$ cat src/design/oaid_pkg.sv
package oaid_pkg;

  localparam int CAPACITY    = 32;
  localparam int QUEUE_DEPTH = 2;
  localparam int CMP_W       = 8;

  typedef struct packed {
    logic [2:0]         mode;
    logic signed [31:0] value;
    logic [5:0]         position;
  } item_t;

  typedef struct packed {
    logic [2:0]         status;
    logic signed [31:0] entry;
    logic [5:0]         entry_index;
    logic [6:0]         count;
    logic               last;
  } result_t;

  typedef enum logic [2:0] {
    MODE_APPEND    = 3'd0,
    MODE_INSERT    = 3'd1,
    MODE_DEL_VALUE = 3'd2,
    MODE_DEL_POS   = 3'd3,
    MODE_READ      = 3'd4
  } mode_t;

  typedef enum logic [2:0] {
    STATUS_OK        = 3'd0,
    STATUS_FULL      = 3'd1,
    STATUS_BAD_POS   = 3'd2,
    STATUS_NOT_FOUND = 3'd3,
    STATUS_EMPTY     = 3'd4
  } status_t;

  typedef enum logic [2:0] {
    OP_APPEND,
    OP_INSERT,
    OP_DEL_VALUE,
    OP_DEL_POS,
    OP_READ
  } op_t;

  typedef struct packed {
    op_t                op;
    logic signed [31:0] value;
    logic [5:0]         position;
  } cmd_t;

  typedef enum logic [2:0] {
    ST_IDLE,
    ST_SHIFT_UP,
    ST_INS_PUT,
    ST_SEARCH,
    ST_SHIFT_DN,
    ST_READ,
    ST_DONE
  } back_state_t;

endpackage

$ cat src/design/oaid_front.sv
module oaid_front (
  input  oaid_pkg::item_t item,
  input  logic            item_valid,
  input  logic            queue_full,
  output logic            item_stall,
  output logic            push,
  output oaid_pkg::cmd_t  cmd
);

  logic known;

  always_comb begin
    known = 1'b1;
    cmd.value = item.value;
    cmd.position = item.position;
    cmd.op = oaid_pkg::OP_APPEND;
    case (item.mode)
      oaid_pkg::MODE_APPEND:    cmd.op = oaid_pkg::OP_APPEND;
      oaid_pkg::MODE_INSERT:    cmd.op = oaid_pkg::OP_INSERT;
      oaid_pkg::MODE_DEL_VALUE: cmd.op = oaid_pkg::OP_DEL_VALUE;
      oaid_pkg::MODE_DEL_POS:   cmd.op = oaid_pkg::OP_DEL_POS;
      oaid_pkg::MODE_READ:      cmd.op = oaid_pkg::OP_READ;
      default:                  known = 1'b0;
    endcase
  end

  // Undefined modes are taken and dropped here; they never reach the queue.
  assign item_stall = queue_full;
  assign push = item_valid && !queue_full && known;

endmodule

$ cat src/design/oaid_cmd_queue.sv
module oaid_cmd_queue #(
  parameter int DEPTH = oaid_pkg::QUEUE_DEPTH
) (
  input  logic           clk,
  input  logic           rst,
  input  logic           push,
  input  oaid_pkg::cmd_t push_cmd,
  input  logic           pop,
  output logic           full,
  output logic           head_valid,
  output oaid_pkg::cmd_t head
);

  localparam int AW = (DEPTH > 1) ? $clog2(DEPTH) : 1;
  localparam int NW = $clog2(DEPTH + 1);

  oaid_pkg::cmd_t slots [DEPTH];
  logic [AW-1:0] wr_ptr;
  logic [AW-1:0] rd_ptr;
  logic [NW-1:0] fill;
  logic          do_push;
  logic          do_pop;

  assign full = (fill == NW'(DEPTH));
  assign head_valid = (fill != '0);
  assign head = slots[rd_ptr];
  assign do_push = push && !full;
  assign do_pop = pop && head_valid;

  always_ff @(posedge clk) begin
    if (do_push) begin
      slots[wr_ptr] <= push_cmd;
    end
  end

  always_ff @(posedge clk) begin
    if (rst) begin
      wr_ptr <= '0;
      rd_ptr <= '0;
      fill <= '0;
    end else begin
      if (do_push) begin
        wr_ptr <= (wr_ptr == AW'(DEPTH - 1)) ? '0 : wr_ptr + AW'(1);
      end
      if (do_pop) begin
        rd_ptr <= (rd_ptr == AW'(DEPTH - 1)) ? '0 : rd_ptr + AW'(1);
      end
      if (do_push && !do_pop) begin
        fill <= fill + NW'(1);
      end else if (do_pop && !do_push) begin
        fill <= fill - NW'(1);
      end
    end
  end

endmodule

$ cat src/design/oaid_back.sv
module oaid_back #(
  parameter int CAPACITY = oaid_pkg::CAPACITY
) (
  input  logic              clk,
  input  logic              rst,
  input  logic              cmd_valid,
  input  oaid_pkg::cmd_t    cmd,
  output logic              pop,
  output logic              result_valid,
  output oaid_pkg::result_t result,
  input  logic              result_stall
);

  localparam int CW = $clog2(CAPACITY + 1);
  localparam int IW = $clog2(CAPACITY);
  localparam int XW = oaid_pkg::CMP_W;

  logic signed [31:0] mem [CAPACITY];

  oaid_pkg::back_state_t state;
  oaid_pkg::back_state_t state_next;
  logic [CW-1:0]         cnt;
  logic [CW-1:0]         cnt_next;
  logic [CW-1:0]         ptr;
  logic [CW-1:0]         ptr_next;
  logic                  rd_vld;
  logic                  rd_vld_next;
  logic [IW-1:0]         rd_idx;
  logic signed [31:0]    rd_data;
  oaid_pkg::status_t     status;
  oaid_pkg::status_t     status_next;
  logic signed [31:0]    cur_value;
  logic [5:0]            cur_position;
  logic                  cur_load;

  logic                  mem_we;
  logic [IW-1:0]         mem_waddr;
  logic signed [31:0]    mem_wdata;
  logic                  mem_re;
  logic [IW-1:0]         mem_raddr;

  logic                  out_load;
  oaid_pkg::result_t     out_data;
  logic                  out_free;

  logic [XW-1:0] cnt_x;
  logic [XW-1:0] pos_x;
  logic [XW-1:0] ptr_x;
  logic [XW-1:0] rd_idx_x;
  logic          is_full;
  logic          cnt_zero;
  logic          ins_bad;
  logic          ins_end;
  logic          del_bad;
  logic          del_tail;
  logic          up_end;
  logic          srch_match;
  logic          srch_tail;
  logic          srch_more;
  logic          dn_more;
  logic          rd_issue;
  logic          rd_emit;
  logic          rd_final;

  assign cnt_x = XW'(cnt);
  assign pos_x = XW'(cmd.position);
  assign ptr_x = XW'(ptr);
  assign rd_idx_x = XW'(rd_idx);

  assign is_full = (cnt_x >= XW'(CAPACITY));
  assign cnt_zero = (cnt == '0);
  assign ins_bad = (cmd.position == 6'd0) || (pos_x > cnt_x + XW'(1));
  assign ins_end = (pos_x == cnt_x + XW'(1));
  assign del_bad = (cmd.position == 6'd0) || (pos_x > cnt_x);
  assign del_tail = (pos_x == cnt_x);
  assign up_end = (ptr_x == XW'(cur_position));
  assign srch_match = rd_vld && (rd_data == cur_value);
  assign srch_tail = (rd_idx_x + XW'(1) == cnt_x);
  assign srch_more = (ptr < cnt);
  assign dn_more = (ptr_x + XW'(2) < cnt_x);
  assign out_free = !result_valid || !result_stall;
  assign rd_issue = (ptr < cnt) && (!rd_vld || out_free);
  assign rd_emit = rd_vld && out_free;
  assign rd_final = (rd_idx_x + XW'(1) == cnt_x);

  always_comb begin
    state_next = state;
    case (state)
      oaid_pkg::ST_IDLE: begin
        if (cmd_valid) begin
          case (cmd.op)
            oaid_pkg::OP_APPEND: state_next = oaid_pkg::ST_DONE;
            oaid_pkg::OP_INSERT: begin
              if (!is_full && !ins_bad && !ins_end) begin
                state_next = oaid_pkg::ST_SHIFT_UP;
              end else begin
                state_next = oaid_pkg::ST_DONE;
              end
            end
            oaid_pkg::OP_DEL_VALUE: state_next = oaid_pkg::ST_SEARCH;
            oaid_pkg::OP_DEL_POS: begin
              if (!del_bad && !del_tail) begin
                state_next = oaid_pkg::ST_SHIFT_DN;
              end else begin
                state_next = oaid_pkg::ST_DONE;
              end
            end
            oaid_pkg::OP_READ: begin
              state_next = cnt_zero ? oaid_pkg::ST_DONE : oaid_pkg::ST_READ;
            end
            default: state_next = oaid_pkg::ST_IDLE;
          endcase
        end
      end
      oaid_pkg::ST_SHIFT_UP: begin
        if (up_end) begin
          state_next = oaid_pkg::ST_INS_PUT;
        end
      end
      oaid_pkg::ST_INS_PUT: state_next = oaid_pkg::ST_DONE;
      oaid_pkg::ST_SEARCH: begin
        if (srch_match) begin
          state_next = srch_tail ? oaid_pkg::ST_DONE : oaid_pkg::ST_SHIFT_DN;
        end else if (!srch_more) begin
          state_next = oaid_pkg::ST_DONE;
        end
      end
      oaid_pkg::ST_SHIFT_DN: begin
        if (!dn_more) begin
          state_next = oaid_pkg::ST_DONE;
        end
      end
      oaid_pkg::ST_READ: begin
        if (rd_emit && rd_final) begin
          state_next = oaid_pkg::ST_IDLE;
        end
      end
      oaid_pkg::ST_DONE: begin
        if (out_free) begin
          state_next = oaid_pkg::ST_IDLE;
        end
      end
      default: state_next = oaid_pkg::ST_IDLE;
    endcase
  end

  always_comb begin
    pop = 1'b0;
    cur_load = 1'b0;
    cnt_next = cnt;
    ptr_next = ptr;
    rd_vld_next = rd_vld;
    status_next = status;
    mem_we = 1'b0;
    mem_waddr = '0;
    mem_wdata = cmd.value;
    mem_re = 1'b0;
    mem_raddr = '0;
    out_load = 1'b0;
    out_data.status = status;
    out_data.entry = '0;
    out_data.entry_index = '0;
    out_data.count = 7'(cnt);
    out_data.last = 1'b1;
    case (state)
      oaid_pkg::ST_IDLE: begin
        if (cmd_valid) begin
          pop = 1'b1;
          cur_load = 1'b1;
          case (cmd.op)
            oaid_pkg::OP_APPEND: begin
              if (is_full) begin
                status_next = oaid_pkg::STATUS_FULL;
              end else begin
                status_next = oaid_pkg::STATUS_OK;
                mem_we = 1'b1;
                mem_waddr = IW'(cnt);
                cnt_next = cnt + CW'(1);
              end
            end
            oaid_pkg::OP_INSERT: begin
              if (is_full) begin
                status_next = oaid_pkg::STATUS_FULL;
              end else if (ins_bad) begin
                status_next = oaid_pkg::STATUS_BAD_POS;
              end else if (ins_end) begin
                status_next = oaid_pkg::STATUS_OK;
                mem_we = 1'b1;
                mem_waddr = IW'(cnt);
                cnt_next = cnt + CW'(1);
              end else begin
                status_next = oaid_pkg::STATUS_OK;
                mem_re = 1'b1;
                mem_raddr = IW'(cnt - CW'(1));
                ptr_next = cnt;
              end
            end
            oaid_pkg::OP_DEL_VALUE: begin
              status_next = oaid_pkg::STATUS_NOT_FOUND;
              ptr_next = '0;
              rd_vld_next = 1'b0;
            end
            oaid_pkg::OP_DEL_POS: begin
              if (del_bad) begin
                status_next = oaid_pkg::STATUS_BAD_POS;
              end else begin
                status_next = oaid_pkg::STATUS_OK;
                if (del_tail) begin
                  cnt_next = cnt - CW'(1);
                end else begin
                  mem_re = 1'b1;
                  mem_raddr = IW'(cmd.position);
                  ptr_next = CW'(cmd.position - 6'd1);
                end
              end
            end
            oaid_pkg::OP_READ: begin
              if (cnt_zero) begin
                status_next = oaid_pkg::STATUS_EMPTY;
              end else begin
                ptr_next = '0;
                rd_vld_next = 1'b0;
              end
            end
            default: begin
            end
          endcase
        end
      end
      oaid_pkg::ST_SHIFT_UP: begin
        mem_we = 1'b1;
        mem_waddr = IW'(ptr);
        mem_wdata = rd_data;
        if (!up_end) begin
          mem_re = 1'b1;
          mem_raddr = IW'(ptr - CW'(2));
          ptr_next = ptr - CW'(1);
        end
      end
      oaid_pkg::ST_INS_PUT: begin
        mem_we = 1'b1;
        mem_waddr = IW'(cur_position - 6'd1);
        mem_wdata = cur_value;
        cnt_next = cnt + CW'(1);
      end
      oaid_pkg::ST_SEARCH: begin
        if (srch_match) begin
          status_next = oaid_pkg::STATUS_OK;
          rd_vld_next = 1'b0;
          if (srch_tail) begin
            cnt_next = cnt - CW'(1);
          end else begin
            mem_re = 1'b1;
            mem_raddr = rd_idx + IW'(1);
            ptr_next = CW'(rd_idx);
          end
        end else if (srch_more) begin
          mem_re = 1'b1;
          mem_raddr = IW'(ptr);
          ptr_next = ptr + CW'(1);
          rd_vld_next = 1'b1;
        end
      end
      oaid_pkg::ST_SHIFT_DN: begin
        mem_we = 1'b1;
        mem_waddr = IW'(ptr);
        mem_wdata = rd_data;
        if (dn_more) begin
          mem_re = 1'b1;
          mem_raddr = IW'(ptr + CW'(2));
          ptr_next = ptr + CW'(1);
        end else begin
          cnt_next = cnt - CW'(1);
        end
      end
      oaid_pkg::ST_READ: begin
        if (rd_issue) begin
          mem_re = 1'b1;
          mem_raddr = IW'(ptr);
          ptr_next = ptr + CW'(1);
          rd_vld_next = 1'b1;
        end else if (rd_emit) begin
          rd_vld_next = 1'b0;
        end
        if (rd_emit) begin
          out_load = 1'b1;
          out_data.status = oaid_pkg::STATUS_OK;
          out_data.entry = rd_data;
          out_data.entry_index = 6'(rd_idx);
          out_data.last = rd_final;
        end
      end
      oaid_pkg::ST_DONE: begin
        out_load = out_free;
      end
      default: begin
      end
    endcase
  end

  always_ff @(posedge clk) begin
    if (mem_we) begin
      mem[mem_waddr] <= mem_wdata;
    end
    if (mem_re) begin
      rd_data <= mem[mem_raddr];
      rd_idx <= mem_raddr;
    end
  end

  always_ff @(posedge clk) begin
    if (cur_load) begin
      cur_value <= cmd.value;
      cur_position <= cmd.position;
    end
    status <= status_next;
    ptr <= ptr_next;
    if (out_load) begin
      result <= out_data;
    end
  end

  always_ff @(posedge clk) begin
    if (rst) begin
      state <= oaid_pkg::ST_IDLE;
      cnt <= '0;
      rd_vld <= 1'b0;
      result_valid <= 1'b0;
    end else begin
      state <= state_next;
      cnt <= cnt_next;
      rd_vld <= rd_vld_next;
      if (out_load) begin
        result_valid <= 1'b1;
      end else if (!result_stall) begin
        result_valid <= 1'b0;
      end
    end
  end

endmodule

$ cat src/design/ordered_array_insert_delete_unit.sv
// Ordered list of up to CAPACITY signed 32-bit entries with a count.
// Each transaction on the item channel carries a mode, a value and a
// 1-based position; the result channel returns one status transaction for
// append, insert, both deletes and read-all of an empty list, or one
// transaction per entry for read-all, the final one of each item marked by
// last. Undefined modes are taken and give nothing.
// Items pass through a two-deep command queue, so the item channel keeps
// accepting while the back end works or waits on a stalled result, until
// the queue is full. The back end handles one item at a time around a
// single-port-write, single-port-read entry memory: append, and insert at
// the end, write directly; insert elsewhere shifts the entries up one at
// a time and then places the value; delete at a position shifts the later
// entries down; delete by value searches entry by entry and then shifts;
// read-all emits one entry per cycle while result_stall is low, behind a
// registered memory read.
// The result register holds its transaction while result_stall is high, and
// the back end waits to load its next result until it drains.
// Reset empties the list; entry storage is not cleared and is never read
// before it is written.
module ordered_array_insert_delete_unit #(
  parameter int CAPACITY    = oaid_pkg::CAPACITY,
  parameter int QUEUE_DEPTH = oaid_pkg::QUEUE_DEPTH
) (
  input  logic              clk,
  input  logic              rst,
  input  logic              item_valid,
  output logic              item_stall,
  input  oaid_pkg::item_t   item,
  output logic              result_valid,
  input  logic              result_stall,
  output oaid_pkg::result_t result
);

  logic           push;
  logic           queue_full;
  oaid_pkg::cmd_t push_cmd;
  logic           head_valid;
  oaid_pkg::cmd_t head;
  logic           pop;

  oaid_front u_front (
    .item       (item),
    .item_valid (item_valid),
    .queue_full (queue_full),
    .item_stall (item_stall),
    .push       (push),
    .cmd        (push_cmd)
  );

  oaid_cmd_queue #(
    .DEPTH (QUEUE_DEPTH)
  ) u_queue (
    .clk        (clk),
    .rst        (rst),
    .push       (push),
    .push_cmd   (push_cmd),
    .pop        (pop),
    .full       (queue_full),
    .head_valid (head_valid),
    .head       (head)
  );

  oaid_back #(
    .CAPACITY (CAPACITY)
  ) u_back (
    .clk          (clk),
    .rst          (rst),
    .cmd_valid    (head_valid),
    .cmd          (head),
    .pop          (pop),
    .result_valid (result_valid),
    .result       (result),
    .result_stall (result_stall)
  );

endmodule

$ cat config.mk
export PLATFORM = sky130hd
export DESIGN_NAME = ordered_array_insert_delete_unit
export DESIGN_NICKNAME = d
export VERILOG_FILES = /design/src/design/oaid_pkg.sv /design/src/design/oaid_front.sv /design/src/design/oaid_cmd_queue.sv /design/src/design/oaid_back.sv /design/src/design/ordered_array_insert_delete_unit.sv
export SDC_FILE = /design/constraint.sdc
export NUM_CORES = 2
export LEC_CHECK = 0
export BUFFER_PORTS_ARGS = -buffer_cell sky130_fd_sc_hd__buf_2
export CORE_ASPECT_RATIO = 1.25
export CORE_MARGIN = 1
export CORE_UTILIZATION = 50
export CTS_CLUSTER_SIZE = 24
export DETAILED_ROUTE_END_ITERATION = 8
export PLACE_DENSITY_LB_ADDON = 0.3
export SYNTH_ARGS = -nofsm -noshare
export SYNTH_HDL_FRONTEND = slang
export SYNTH_SLANG_ARGS = --single-unit
$ cat constraint.sdc
create_clock -name clk -period 10.2 [get_ports clk]
set_input_delay 0 -clock clk [delete_from_list [all_inputs] [get_ports clk]]
set_output_delay 0 -clock clk [all_outputs]
set_load 0.05 [all_outputs]
==> metrics <==
Synth top area share=0.716; max-slew violations=0; worst-path fanout max=83; Max Cap Viol=0; fin nets=~3,400; RSZ-0062 raised after global routing=false; initial core utilization=0.506; Inserted Clock Buffers=between 100 and 150; number of I/O pins=96; setup TNS=0 ps; status=finished, final reports clean; initial drt markers=3,496; met1 WL=54.1 mm; Max-slew headroom=0.119; most frequent cells in the layout=edfxtp_1, mux2_2, o22ai_1, mux2i_1, clkbuf_16; Clock Latency Late Sink=between 700 and 800 ps; Mapped Cells=3,099; routability cong.=0.924; clk sink count=between 1,000 and 1,500; crit path time final=about 6500 ps; gr usage total=0.269; sequential fraction of the synthesis area=0.723; worst path required time=approximately 11,000 ps; H-tree Lvls=3; Layout area overhead=12.5%; top routing layer used=met4; hold crit path type=in -> reg; final core occ=0.570; First-pass DRT Iterations=6; final hold slack=31.4 ps; final setup violating endpoints=0; port buffer count=between 90 and 100; global-route wire length before repair=204 mm; Wirelength per Cell=30.4 um; routed vias/inst=6.36; post-synth top area cell=edfxtp_1; met3 WL=11.1 mm; Worst VDD drop=about 0.22 mV; Synth async-reset ratio=0; die height=between 300 and 400 um; Top FF cell, synth=edfxtp_1; crit start category=flip-flop; routed length on met2=71.8 mm; via count=29,900; Final Skew=around 30 ps; Post-CTS Setup Inserts=0; total power=0.0184 W; clk root buf=clkbuf_16; Slew @ Worst Pin=between 1000 and 1500 ps; CTS Hold Buffers Added=73; FF+latch count, synth=1,253; die width=290 um; post-cts resize count=0; TritonCTS clock tree=yes; Mean Syn Cell Area=16.7 um2; Mapped Area=51,900 um2; Clk pin slew, worst setup/hold paths=60 ps; Post-synth EDFFs=1,237; row cnt=131; Crit path arrival time=~7000 ps; Yosys warning total=0; pwr/cell area=between 300 and 400 nW/um2; initial antenna violation count=3; fraction of layout cells with a size suffix above 1=0.237; largest cells by area after synthesis=edfxtp_1, mux2_2, mux2i_1; final hold vios=0; Leakage=19.7 nW; core area=102,000 um2; unique cell type count in the Yosys netlist=83; CTS Buffer Depth=3; kind of critical path=reg -> reg; most common cell after layout, fill and taps aside=edfxtp_1; Tcrit/Tclk final=0.636; pin count of the biggest net entering global routing=84; GRT overflow=0; full die area=between 100,000 and 150,000 um2; Detail Route Antenna Nets=0; fmax=154 MHz; vias in the first global route=29,800; DP HPWL=80.9 mm; crit end category=flip-flop; drt drc=0; Detailed Route WL=143 mm
[layout make-up]
| type | instances | area [um2] |
|---|---|---|
| Antenna cell | 1 | 2.50 |
| Clock buffer | 132 | 2900 |
| Clock inverter | 75 | 736 |
| Fill cell | 7625 | 44100 |
| Inverter | 36 | 138 |
| Multi-Input combinational cell | 1636 | 13700 |
| Sequential cell | 1253 | 37500 |
| Tap cell | 1330 | 1660 |
| Timing Repair Buffer | 242 | 1770 |
[power breakdown]
part	switching [W]	total (W)	internal, W	leakage [nW]
registers	0.000399	0.00793	0.00753	11.3
logic	0.00434	0.00624	0.00190	6.55
clock network	0.00188	0.00421	0.00232	1.77
total	0.00662	0.0184	0.0118	19.7
[path summary, 6_finish.rpt]
check                                            startpoint                             end  slack [ps]  depth (start not counted)
worst max-delay path                              flip-flop    u_back.rd_data[13]$_DFFE_PP_        3710                         16
worst min-delay path                               item[26]  u_queue.slots[0][26]$_DFFE_PP_          30                          2
worst max register to register                    flip-flop    u_back.rd_data[13]$_DFFE_PP_        3710                         16
worst min register to register  u_queue.rd_ptr$_SDFFE_PP0P_     u_queue.rd_ptr$_SDFFE_PP0P_         520                          2
[per-stage QoR]
stage / std cells / setup WS, ps / cell area (um2)
floorplan: 3100 / 5290 / 51900
global placement: 4424 / 3880 / 54000
detailed placement: 4424 / 3760 / 54000
CTS: 4704 / 3730 / 58300
global route: 4705 / 3350 / 58400
finish: 4705 / 3710 / 58400
[critical path, cell delays in order (launching register included)]
cell and delay [ps]:
dfxtp_2 770, buf_4 470, mux2i_2 500, inv_1 190, ha_1 330, and2_1 160
a22oi_1 70, and4bb_2 270, inv_1 100, o31ai_1 110, nor4_4 570, buf_4 990
buf_4 650, mux2_2 410, o22ai_1 160, o21ai_0 130, and4_1 240
[routing by layer]
| layer | up-vias | GRT usage |
|---|---|---|
| li1 | 12700 | - |
| met5 | - | 0 |
| met4 | 0 | 0.115 |
| met2 | 1544 | 0.466 |
| met1 | 15300 | 0.340 |
| met3 | 335 | 0.0372 |
[sequential cells by signal, summed over array words and instances, names as in the netlist, 2 cells and up, named ones only]
register,count
u_back.cnt,6
u_back.cur_position,6
u_back.cur_value,32
u_back.mem,1024
u_back.ptr,6
u_back.rd_data,32
u_back.rd_idx,5
u_back.result,47
u_back.state,3
u_back.status,3
u_queue.fill,2
u_queue.slots,82
[cell families (layout without fill, tap and decap cells)]
family,Yosys count,count (layout),share of synthesized area
AOI/OAI and AO/OA,562,562,0.0714
xor gates and xnor gates,79,79,0.0141
adders and majority gates,32,32,0.00767
buffers and inverters,211,485,0.0208
DFF,1253,1253,0.723
muxes,573,573,0.122
other,1,3,0.0000723
and+or+nand+nor,388,388,0.0415
[synthesized netlist by cell type, types with 8 or more instances]
library cell	instances
edfxtp_1	1237
mux2_2	398
o22ai_1	213
mux2i_1	134
nor2_1	85
o21ai_0	81
clkbuf_1	69
buf_2	67
o21ai_1	49
nand2_1	48
a21oi_1	46
and2_1	41
xor2_1	41
a22oi_1	37
and3_1	37
mux2_1	37
a221o_1	36
nand3_1	36
xnor2_1	35
inv_1	32
ha_1	31
and4_1	28
nor3_1	25
nor4_1	22
buf_6	19
a221oi_1	17
dfxtp_1	16
buf_4	15
a21o_1	12
nand2b_1	12
nor2b_1	12
nand4_1	9
a211oi_1	8
a31oi_1	8
o211ai_1	8
or3_1	8
No activity file was read; power rests on OpenSTA's default activity.
